<file path="config.mk">
export PLATFORM = sky130hd
export DESIGN_NAME = gregorian_date_difference_flat
export DESIGN_NICKNAME = d
export VERILOG_FILES = /design/src/rtl/core/gdd_pkg.sv /design/src/rtl/core/gdd_in_if.sv /design/src/rtl/core/gdd_out_if.sv /design/src/rtl/core/gdd_date_unit.sv /design/src/rtl/core/gregorian_date_difference.sv /design/src/flat_wrapper.sv
export SDC_FILE = /design/constraint.sdc
export NUM_CORES = 2
export LEC_CHECK = 0
export BUFFER_PORTS_ARGS = -buffer_cell sky130_fd_sc_hd__buf_2
export CORE_ASPECT_RATIO = 0.9
export CORE_MARGIN = 1.5
export CORE_UTILIZATION = 70
export CTS_CLUSTER_SIZE = 30
export DETAILED_ROUTE_END_ITERATION = 8
export HOLD_SLACK_MARGIN = 0.03
export PLACE_DENSITY = 0.88
export SLEW_MARGIN = 20
export SYNTH_ARGS = -nofsm -noshare
export SYNTH_HDL_FRONTEND = slang
export SYNTH_SLANG_ARGS = --single-unit
</file>
<file path="constraint.sdc">
create_clock -name clk -period 51.5 [get_ports clk]
set_input_delay 12.875 -clock clk [delete_from_list [all_inputs] [get_ports clk]]
set_output_delay 12.875 -clock clk [all_outputs]
set_load 0.03 [all_outputs]
</file>
<file path="src/rtl/core/gdd_pkg.sv">
`default_nettype none
package gdd_pkg;

  localparam int unsigned DAY_W   = 5;
  localparam int unsigned MONTH_W = 4;
  localparam int unsigned YEAR_W  = 14;
  localparam int unsigned COUNT_W = 23;
  localparam int unsigned DOY_W   = 9;
  localparam int unsigned DBY_W   = 23;
  localparam int unsigned QUAD_W  = YEAR_W - 2;
  localparam int unsigned PROD_W  = 23;
  localparam int unsigned SUM_W   = 25;

  localparam logic [YEAR_W-1:0]  MAX_YEAR   = YEAR_W'(9999);
  localparam logic [PROD_W-1:0]  RECIP25    = PROD_W'(1311);
  localparam int unsigned        RECIP_SH   = 15;
  localparam logic [PROD_W-1:0]  YEAR_DAYS  = PROD_W'(365);
  localparam logic [QUAD_W-1:0]  CENT_QUADS = QUAD_W'(25);

  localparam logic [MONTH_W-1:0] JAN = MONTH_W'(1);
  localparam logic [MONTH_W-1:0] FEB = MONTH_W'(2);
  localparam logic [MONTH_W-1:0] MAR = MONTH_W'(3);
  localparam logic [MONTH_W-1:0] APR = MONTH_W'(4);
  localparam logic [MONTH_W-1:0] MAY = MONTH_W'(5);
  localparam logic [MONTH_W-1:0] JUN = MONTH_W'(6);
  localparam logic [MONTH_W-1:0] JUL = MONTH_W'(7);
  localparam logic [MONTH_W-1:0] AUG = MONTH_W'(8);
  localparam logic [MONTH_W-1:0] SEP = MONTH_W'(9);
  localparam logic [MONTH_W-1:0] OCT = MONTH_W'(10);
  localparam logic [MONTH_W-1:0] NOV = MONTH_W'(11);
  localparam logic [MONTH_W-1:0] DEC = MONTH_W'(12);

  localparam logic signed [SUM_W-1:0] COUNT_MAX = SUM_W'(4194303);
  localparam logic signed [SUM_W-1:0] COUNT_MIN = -SUM_W'(4194304);

  typedef struct packed {
    logic               ok;
    logic [DOY_W-1:0]   doy;
    logic [DBY_W-1:0]   dby;
  } date_info_t;

  function automatic logic [DAY_W-1:0] month_len(input logic [MONTH_W-1:0] m,
                                                 input logic leap);
    logic [DAY_W-1:0] n;
    unique case (m)
      FEB:                n = leap ? DAY_W'(29) : DAY_W'(28);
      APR, JUN, SEP, NOV: n = DAY_W'(30);
      default:            n = DAY_W'(31);
    endcase
    return n;
  endfunction

  function automatic logic [DOY_W-1:0] days_before_month(input logic [MONTH_W-1:0] m);
    logic [DOY_W-1:0] n;
    unique case (m)
      JAN:     n = DOY_W'(0);
      FEB:     n = DOY_W'(31);
      MAR:     n = DOY_W'(59);
      APR:     n = DOY_W'(90);
      MAY:     n = DOY_W'(120);
      JUN:     n = DOY_W'(151);
      JUL:     n = DOY_W'(181);
      AUG:     n = DOY_W'(212);
      SEP:     n = DOY_W'(243);
      OCT:     n = DOY_W'(273);
      NOV:     n = DOY_W'(304);
      DEC:     n = DOY_W'(334);
      default: n = DOY_W'(0);
    endcase
    return n;
  endfunction

endpackage
`default_nettype wire

</file>
<file path="src/rtl/core/gdd_in_if.sv">
`default_nettype none
interface gdd_in_if;
  logic                         valid;
  logic                         ready;
  logic [gdd_pkg::DAY_W-1:0]    first_day;
  logic [gdd_pkg::MONTH_W-1:0]  first_month;
  logic [gdd_pkg::YEAR_W-1:0]   first_year;
  logic [gdd_pkg::DAY_W-1:0]    second_day;
  logic [gdd_pkg::MONTH_W-1:0]  second_month;
  logic [gdd_pkg::YEAR_W-1:0]   second_year;

  modport source (
    output valid, first_day, first_month, first_year,
           second_day, second_month, second_year,
    input  ready
  );
  modport sink (
    input  valid, first_day, first_month, first_year,
           second_day, second_month, second_year,
    output ready
  );
endinterface
`default_nettype wire

</file>
<file path="src/rtl/core/gdd_out_if.sv">
`default_nettype none
interface gdd_out_if;
  logic                                valid;
  logic                                ready;
  logic                                first_valid;
  logic                                second_valid;
  logic signed [gdd_pkg::COUNT_W-1:0]  day_count;

  modport source (
    output valid, first_valid, second_valid, day_count,
    input  ready
  );
  modport sink (
    input  valid, first_valid, second_valid, day_count,
    output ready
  );
endinterface
`default_nettype wire

</file>
<file path="src/rtl/core/gdd_date_unit.sv">
`default_nettype none
module gdd_date_unit (
  input  wire logic                          clk,
  input  wire logic                          advance,
  input  wire logic [gdd_pkg::DAY_W-1:0]     day,
  input  wire logic [gdd_pkg::MONTH_W-1:0]   month,
  input  wire logic [gdd_pkg::YEAR_W-1:0]    year,
  output gdd_pkg::date_info_t                info
);

  localparam int unsigned QW = gdd_pkg::QUAD_W;
  localparam int unsigned PW = gdd_pkg::PROD_W;

  logic [gdd_pkg::YEAR_W-1:0]  prev_year;

  logic [gdd_pkg::DAY_W-1:0]   s1_day;
  logic [gdd_pkg::MONTH_W-1:0] s1_month;
  logic                        s1_range_ok;
  logic                        s1_quad;
  logic [QW-1:0]               s1_qy;
  logic [PW-1:0]               s1_my;
  logic [QW-1:0]               s1_qp;
  logic [PW-1:0]               s1_mp;
  logic [PW-1:0]               s1_p365;

  logic [gdd_pkg::DAY_W-1:0]   s2_day;
  logic [gdd_pkg::MONTH_W-1:0] s2_month;
  logic                        s2_range_ok;
  logic                        s2_leap;
  logic [gdd_pkg::DBY_W-1:0]   s2_dby;

  logic [QW-1:0]               cent_y;
  logic [QW-1:0]               cent_p;
  logic [QW-1:0]               rem_y;
  logic                        leap_next;
  logic [gdd_pkg::DBY_W-1:0]   dby_next;
  logic [gdd_pkg::DAY_W-1:0]   mlen;
  logic                        ok_next;
  logic [gdd_pkg::DOY_W-1:0]   doy_next;

  assign prev_year = year - gdd_pkg::YEAR_W'(1);

  always_ff @(posedge clk) begin
    if (advance) begin
      s1_day      <= day;
      s1_month    <= month;
      s1_range_ok <= (month >= gdd_pkg::JAN) && (month <= gdd_pkg::DEC) &&
                     (year != '0) && (year <= gdd_pkg::MAX_YEAR);
      s1_quad     <= (year[1:0] == 2'b00);
      s1_qy       <= year[gdd_pkg::YEAR_W-1:2];
      s1_my       <= PW'(year[gdd_pkg::YEAR_W-1:2]) * gdd_pkg::RECIP25;
      s1_qp       <= prev_year[gdd_pkg::YEAR_W-1:2];
      s1_mp       <= PW'(prev_year[gdd_pkg::YEAR_W-1:2]) * gdd_pkg::RECIP25;
      s1_p365     <= PW'(prev_year) * gdd_pkg::YEAR_DAYS;
    end
  end

  // quads / 25 gives centuries; low two bits of that flag the 400-year cycle
  assign cent_y    = QW'(s1_my >> gdd_pkg::RECIP_SH);
  assign cent_p    = QW'(s1_mp >> gdd_pkg::RECIP_SH);
  assign rem_y     = s1_qy - QW'(cent_y * gdd_pkg::CENT_QUADS);
  assign leap_next = s1_quad && ((rem_y != '0) || (cent_y[1:0] == 2'b00));
  assign dby_next  = s1_p365 + gdd_pkg::DBY_W'(s1_qp) - gdd_pkg::DBY_W'(cent_p)
                     + gdd_pkg::DBY_W'(cent_p >> 2);

  always_ff @(posedge clk) begin
    if (advance) begin
      s2_day      <= s1_day;
      s2_month    <= s1_month;
      s2_range_ok <= s1_range_ok;
      s2_leap     <= leap_next;
      s2_dby      <= dby_next;
    end
  end

  assign mlen     = gdd_pkg::month_len(s2_month, s2_leap);
  assign ok_next  = s2_range_ok && (s2_day != '0) && (s2_day <= mlen);
  assign doy_next = gdd_pkg::days_before_month(s2_month) + gdd_pkg::DOY_W'(s2_day)
                    + gdd_pkg::DOY_W'(s2_leap && (s2_month > gdd_pkg::FEB));

  always_ff @(posedge clk) begin
    if (advance) begin
      info.ok  <= ok_next;
      info.doy <= doy_next;
      info.dby <= s2_dby;
    end
  end

endmodule
`default_nettype wire

</file>
<file path="src/rtl/core/gregorian_date_difference.sv">
`default_nettype none
// Day count between two Gregorian dates. Each beat on dates carries two
// dates; each beat on result gives a valid flag per date and the signed day
// count from the first date to the second (0 when either date is invalid,
// year span ignored when the second year is not later). A four-stage
// pipeline: a new beat can enter every cycle unless result is stalled.
// Leap and century tests use constant reciprocal multiplies in the first
// stage; when result is stalled the whole pipeline holds, and dates.ready
// drops whenever a finished result waits on result.
module gregorian_date_difference (
  input  wire logic  clk,
  input  wire logic  rst,
  gdd_in_if.sink     dates,
  gdd_out_if.source  result
);

  localparam int unsigned SW = gdd_pkg::SUM_W;

  logic                advance;
  logic [2:0]          stage_valid;
  logic [2:0]          later;
  gdd_pkg::date_info_t info_a;
  gdd_pkg::date_info_t info_b;
  logic signed [SW-1:0] span;
  logic signed [SW-1:0] count_raw;
  logic signed [SW-1:0] count_sat;

  assign advance     = !result.valid || result.ready;
  assign dates.ready = advance;

  gdd_date_unit u_first (
    .clk     (clk),
    .advance (advance),
    .day     (dates.first_day),
    .month   (dates.first_month),
    .year    (dates.first_year),
    .info    (info_a)
  );

  gdd_date_unit u_second (
    .clk     (clk),
    .advance (advance),
    .day     (dates.second_day),
    .month   (dates.second_month),
    .year    (dates.second_year),
    .info    (info_b)
  );

  always_ff @(posedge clk) begin
    if (rst) begin
      stage_valid  <= '0;
      result.valid <= 1'b0;
    end else if (advance) begin
      stage_valid  <= {stage_valid[1:0], dates.valid};
      result.valid <= stage_valid[2];
    end
  end

  always_ff @(posedge clk) begin
    if (advance) begin
      later <= {later[1:0], dates.second_year > dates.first_year};
    end
  end

  assign span      = later[2] ? (SW'(signed'({1'b0, info_b.dby})) -
                                 SW'(signed'({1'b0, info_a.dby})))
                              : '0;
  assign count_raw = span - SW'(signed'({1'b0, info_a.doy}))
                          + SW'(signed'({1'b0, info_b.doy}));

  always_comb begin
    priority if (!(info_a.ok && info_b.ok)) begin
      count_sat = '0;
    end else if (count_raw > gdd_pkg::COUNT_MAX) begin
      count_sat = gdd_pkg::COUNT_MAX;
    end else if (count_raw < gdd_pkg::COUNT_MIN) begin
      count_sat = gdd_pkg::COUNT_MIN;
    end else begin
      count_sat = count_raw;
    end
  end

  always_ff @(posedge clk) begin
    if (advance) begin
      result.first_valid  <= info_a.ok;
      result.second_valid <= info_b.ok;
      result.day_count    <= count_sat[gdd_pkg::COUNT_W-1:0];
    end
  end

endmodule
`default_nettype wire

</file>
<file path="src/flat_wrapper.sv">
// flat-port wrapper written by rule: the top's interface ports become plain ports
module gregorian_date_difference_flat 
  (clk, rst, dates_valid, dates_first_day, dates_first_month, dates_first_year, dates_second_day, dates_second_month, dates_second_year, dates_ready, result_valid, result_first_valid, result_second_valid, result_day_count, result_ready);
  gdd_in_if dates_i ();
  gdd_out_if result_i ();
  input  wire logic clk;
  input  wire logic rst;
  input wire logic [$bits(dates_i.valid)-1:0] dates_valid;
  input wire logic [$bits(dates_i.first_day)-1:0] dates_first_day;
  input wire logic [$bits(dates_i.first_month)-1:0] dates_first_month;
  input wire logic [$bits(dates_i.first_year)-1:0] dates_first_year;
  input wire logic [$bits(dates_i.second_day)-1:0] dates_second_day;
  input wire logic [$bits(dates_i.second_month)-1:0] dates_second_month;
  input wire logic [$bits(dates_i.second_year)-1:0] dates_second_year;
  output wire logic [$bits(dates_i.ready)-1:0] dates_ready;
  output wire logic [$bits(result_i.valid)-1:0] result_valid;
  output wire logic [$bits(result_i.first_valid)-1:0] result_first_valid;
  output wire logic [$bits(result_i.second_valid)-1:0] result_second_valid;
  output wire logic [$bits(result_i.day_count)-1:0] result_day_count;
  input wire logic [$bits(result_i.ready)-1:0] result_ready;
  assign dates_i.valid = dates_valid;
  assign dates_i.first_day = dates_first_day;
  assign dates_i.first_month = dates_first_month;
  assign dates_i.first_year = dates_first_year;
  assign dates_i.second_day = dates_second_day;
  assign dates_i.second_month = dates_second_month;
  assign dates_i.second_year = dates_second_year;
  assign dates_ready = dates_i.ready;
  assign result_valid = result_i.valid;
  assign result_first_valid = result_i.first_valid;
  assign result_second_valid = result_i.second_valid;
  assign result_day_count = result_i.day_count;
  assign result_i.ready = result_ready;
  gregorian_date_difference u_core (.clk(clk), .rst(rst), .dates(dates_i), .result(result_i));
endmodule
</file>
Word level (Yosys, flattened, before mapping). Memory sizes are Yosys's and may differ from the RTL's. A register that Yosys moved wholly into a read port is not among the register bits. Cells that the tools add are included.

$add $sub $neg: 17. Multiply operators: 8. $lt $le $gt $ge: 13. Equal/unequal tests: 10. Muxes and demuxes: 9. Bitwise gates (word level): 1. Reductions and logical operators: 32.

Operator list (number): multiplier 12 x 11 -> 23 bit (second input constant) (4); adder 23 x 12 -> 23 bit (2); adder 23 x 6 -> 23 bit (2); multiplier 14 x 9 -> 23 bit (second input constant) (2); subtractor 23 x 8 -> 23 bit (2); <= comparator 14 bit (second input constant) (2); nonzero test 14 bit (2); subtractor 14 x 1 -> 14 bit (second input constant) (2); adder 25 x 10 -> 25 bit (1); > comparator 25 x 23 -> 1 bit (second input constant) (1); less-than comparator 25 x 23 -> 1 bit (second input constant) (1); 2-to-1 mux 25 bit (1); subtractor 25 x 10 -> 25 bit (1); multiplier 8 x 5 -> 12 bit (second input constant) (2); nonzero test 12 bit (2); subtractor 12 bit (2); subtractor 23 x 23 -> 24 bit (1); 2-to-1 mux 23 bit (1); 2-to-1 mux 22 bit (1); adder 9 x 1 -> 9 bit (2); adder 9 x 5 -> 9 bit (2); == test 4 x 3 -> 1 bit (second input constant) (4); == test 4 bit (second input constant) (4); logical AND 1 bit (15); other kinds (16) (31).

Bits in registers: 374. Memory bits (read-only): 288. Bits of input ports: 50. Output and inout port bits: 27. Logic and storage cells: 133. Memories: 2.

Memory list: (name not given) (depth 16, width 9, rd ports 1, clocked after Yosys merged registers in 1, write ports 0, RTL line gdd_pkg.sv:55) `unique case (m)`; (name not given) (depth 16, width 9, rd ports 1, clocked after Yosys merged registers in 1, write ports 0, RTL line gdd_pkg.sv:55).

Logic depth before layout (Yosys ltp).
Depth after elaboration: 7. Mapped depth: 29.

Hierarchy. A second synthesis with hierarchy kept.

Cell total of the unflattened synthesis: 3529. Area, all modules: 36617.6 um^2.

Modules (own cells, without submodules): gdd_date_unit (u_core.u_first) (instances 1, cells an instance 1504, area each 16154.2 um^2, seq. area each 4414.2 um^2); gdd_date_unit (u_core.u_second) (instances 1, cells an instance 1498, area each 16027.9 um^2, seq. area each 4414.2 um^2); gregorian_date_difference (instances 1, cells an instance 527, area each 4435.5 um^2, seq. area each 920.9 um^2).

Worst setup path before layout. Ideal clock, no wire load.

Kind: input -> output. Start: input result_ready. End: output dates_ready. Arrival: 22.179 ns. Required time: 38.625 ns. Setup slack: 16.446 ns. Stages on the path: 3. Buffers on the path: 2. Cells stage by stage: nand2b_1 -> clkbuf_1 -> clkbuf_1.

Longest elaborated chain between the ends: 1.

RTL lines: start: declaration (RTL line flat_wrapper.sv:20) `input wire logic [$bits(result_i.ready)-1:0] result_ready;`; logical OR 1 bit (RTL line gregorian_date_difference.sv:28) `assign advance = !result.valid || result.ready;`; end: declaration (RTL line flat_wrapper.sv:15) `output wire logic [$bits(dates_i.ready)-1:0] dates_ready;`.

No other way between the ends.

Worst setup path in the final report. Same ends and word-level chain as after synthesis.

==> impl_metrics.env <==
export IMPL_die_h_um=214
export IMPL_io_buffers=76
export IMPL_dr_pass1_iters=5
export IMPL_cts_buffers=37
export IMPL_ys_warn_count=0
export IMPL_clockBufferDepth=3
export IMPL_max_freq_mhz=37.4
export IMPL_yosys_register_bits=332
export IMPL_antenna_found_initial=2
export IMPL_grt_overflow=0
export IMPL_yosys_top_cells_area="edfxtp_1 27%, ha_1 25%, fa_1 19%, inv_1 7.8%, xnor2_1 3.5%"
export IMPL_wire_per_inst_um=18.7
export IMPL_die_area_um2=51000
export IMPL_ys_types=72
export IMPL_finalHoldWorstSlack_ns=0.412
export IMPL_async_flop_share_pct=0
export IMPL_ant_nets=0
export IMPL_grt_max_degree=179
export IMPL_synth_top_cell_area_share_pct=26.8
export IMPL_start_util_pct=70.9
export IMPL_end_kind="output pin"
export IMPL_r2r_start="u_core.u_second.info[0]"
export IMPL_clock_sinks=332
export IMPL_drive_gt1_share_pct=6.20
export IMPL_clk_latency_ns=0.56
export IMPL_layout_min_cycle_time_ns=26.74
export IMPL_rsz0062_at_grt="false"
export IMPL_synth_top_cell_by_area="edfxtp_1"
export IMPL_htree_levels=2
export IMPL_dr_first_iter_drc_count=1480
export IMPL_slew_viol_final=0
export IMPL_grt_pass1_vias=24796
export IMPL_min_delay_start="u_core.u_second.s2_dby[14]"
export IMPL_required_ns=38.62
export IMPL_via_count=23125
export IMPL_hp_class="reg -> reg"
export IMPL_rows=77
export IMPL_worstRegToRegCells=25
export IMPL_clk_pin_slew_ns=0.06
export IMPL_area_growth_pct=7.26
export IMPL_yosys_most_used_dff="edfxtp_1"
export IMPL_hold_viol_final=0
export IMPL_ctsRootBufferMaster="clkbuf_16"
export IMPL_tightestPinTransition_ns=1.14
export IMPL_synthCells=3189
export IMPL_startpoint_type="input pin"
export IMPL_viasPerCell=5.82
export IMPL_cts_tree="done"
export IMPL_design_core_area_um2=49000
export IMPL_wl_um=74300
export IMPL_maxCapViolCount=0
export IMPL_drc=0
export IMPL_status="completed"
export IMPL_setup_violations=0
export IMPL_synth_most_common_cell="inv_1"
export IMPL_grt_pass1_wl_um=122000
export IMPL_crit_fanout=47
export IMPL_grt_use_total_pct=30.2
export IMPL_pin_count=77
export IMPL_worstSetupStartpoint="result_ready"
export IMPL_rr_endpoint="u_core.result.day_count[14]"
export IMPL_arrival_ns=13.86
export IMPL_synth_edf_count=310
export IMPL_setup_tns_ns=0
export IMPL_critPathCapture="dates_ready"
export IMPL_slew_headroom_pct=23.5
export IMPL_finalCritPeriodShare_pct=51.9
export IMPL_dpl_hpwl_um=58200
export IMPL_hold_buffers=0
export IMPL_nNetsFinal=4375
export IMPL_synth_seq_area_share_pct=28.0
export IMPL_synth_area_per_cell_um2=10.9
export IMPL_post_cts_setup_buffers=0
export IMPL_finClkSkew_ns=0.0382
export IMPL_critical_path_class="in -> out"
export IMPL_die_w_um=238
export IMPL_rrSetupSlack_ns=44.92
export IMPL_cts_resized=0
export IMPL_syn_cell_area_um2=34800
export IMPL_yosys_top_cells_count="724 x inv_1, 688 x ha_1, 324 x fa_1"
export IMPL_syn_nets=4251
export IMPL_gp_congestion=0.923
[state kept, by name, summed over array words and instances, names as in the netlist, 12 cells and up, named ones only]
signal,count
u_core.u_second.s2_dby,23
u_core.u_first.s2_dby,23
u_core.u_first.info,33
u_core.u_first.s1_p365,23
u_core.u_first.s1_qp,12
u_core.u_second.s1_qp,12
u_core.result.day_count,23
u_core.u_second.s1_p365,23
u_core.u_second.s1_qy,12
u_core.u_first.s1_qy,12
u_core.u_second.info,33
[metrics by stage]
stage / worst slack, ns / instance area [um^2] / cells / utilization [%]
floorplan: 16.45 / 34800 / 3189 / -
global placement: 24.77 / 36100 / 3906 / 73.5
detailed placement: 24.74 / 36100 / 3906 / 73.5
CTS: 24.74 / 37300 / 3971 / 76.0
global route: 24.70 / 37300 / 3971 / 76.0
finish: 24.76 / 37300 / 3973 / 76.0
[cell families after synthesis]
kind of cell,Yosys count,synth area share [%]
flip-flops,332,28.0
XOR/XNOR,185,4.66
AO/OA/AOI/OAI,480,9.04
AND/OR/NAND/NOR,418,6.07
buffers and inverters,737,8.02
multiplexers,25,0.741
adder cells (fa/ha/maj),1012,43.4
[worst max-delay path: stages]
cell and delay, ns:
buf_2 0.09, nand2b_4 0.55, buf_2 0.33
[cell type report]
type | instances | area [um^2]
antenna | 2 | 5.00
clock buffer | 44 | 1040
clock inverter | 21 | 183
fill | 2994 | 11700
inverter | 724 | 2720
multi-input combinational | 2120 | 22200
sequential | 332 | 9750
tap | 632 | 791
timing repair buffer | 98 | 558
[placed cells by master, fill, tap and decap left out, types with 28 or more instances in the layout]
master	Yosys	layout
nand2b_1	32	31
a21oi_1	144	144
nor3_1	28	28
xor2_1	45	45
clkbuf_16	0	41
inv_1	724	724
nand2_1	88	88
o21ai_0	93	93
ha_1	688	688
edfxtp_1	310	310
nor2_1	106	106
fa_1	324	324
buf_2	0	76
a21o_1	54	54
nand3_1	41	41
xnor2_1	140	138
[routing by layer]
layer	up-vias	track usage, %	wire (um)	part of all wire, %
li1	10966	-	-	-
met1	11309	39.6	31400	42
met2	681	52.3	36800	49
met3	167	3.66	3850	5.2
met4	2	9.49	2340	3.2
met5	-	0	13	0.017
[worst min path at each step]
| stage | end | cells past startpoint |
|---|---|---|
| final | u_core.u_second.info[14] | 0 |
| after global routing | u_core.u_second.info[14] | 0 |
| after detailed placement | u_core.u_first.info[19] | 0 |
| after global placement | u_core.u_second.info[12] | 0 |
| after floorplan | u_core.later[1] | 0 |
| after CTS | u_core.u_second.info[14] | 0 |
Power is not shown: default switching activity piles up to over one toggle a cycle in this logic, so the estimate is an artifact.
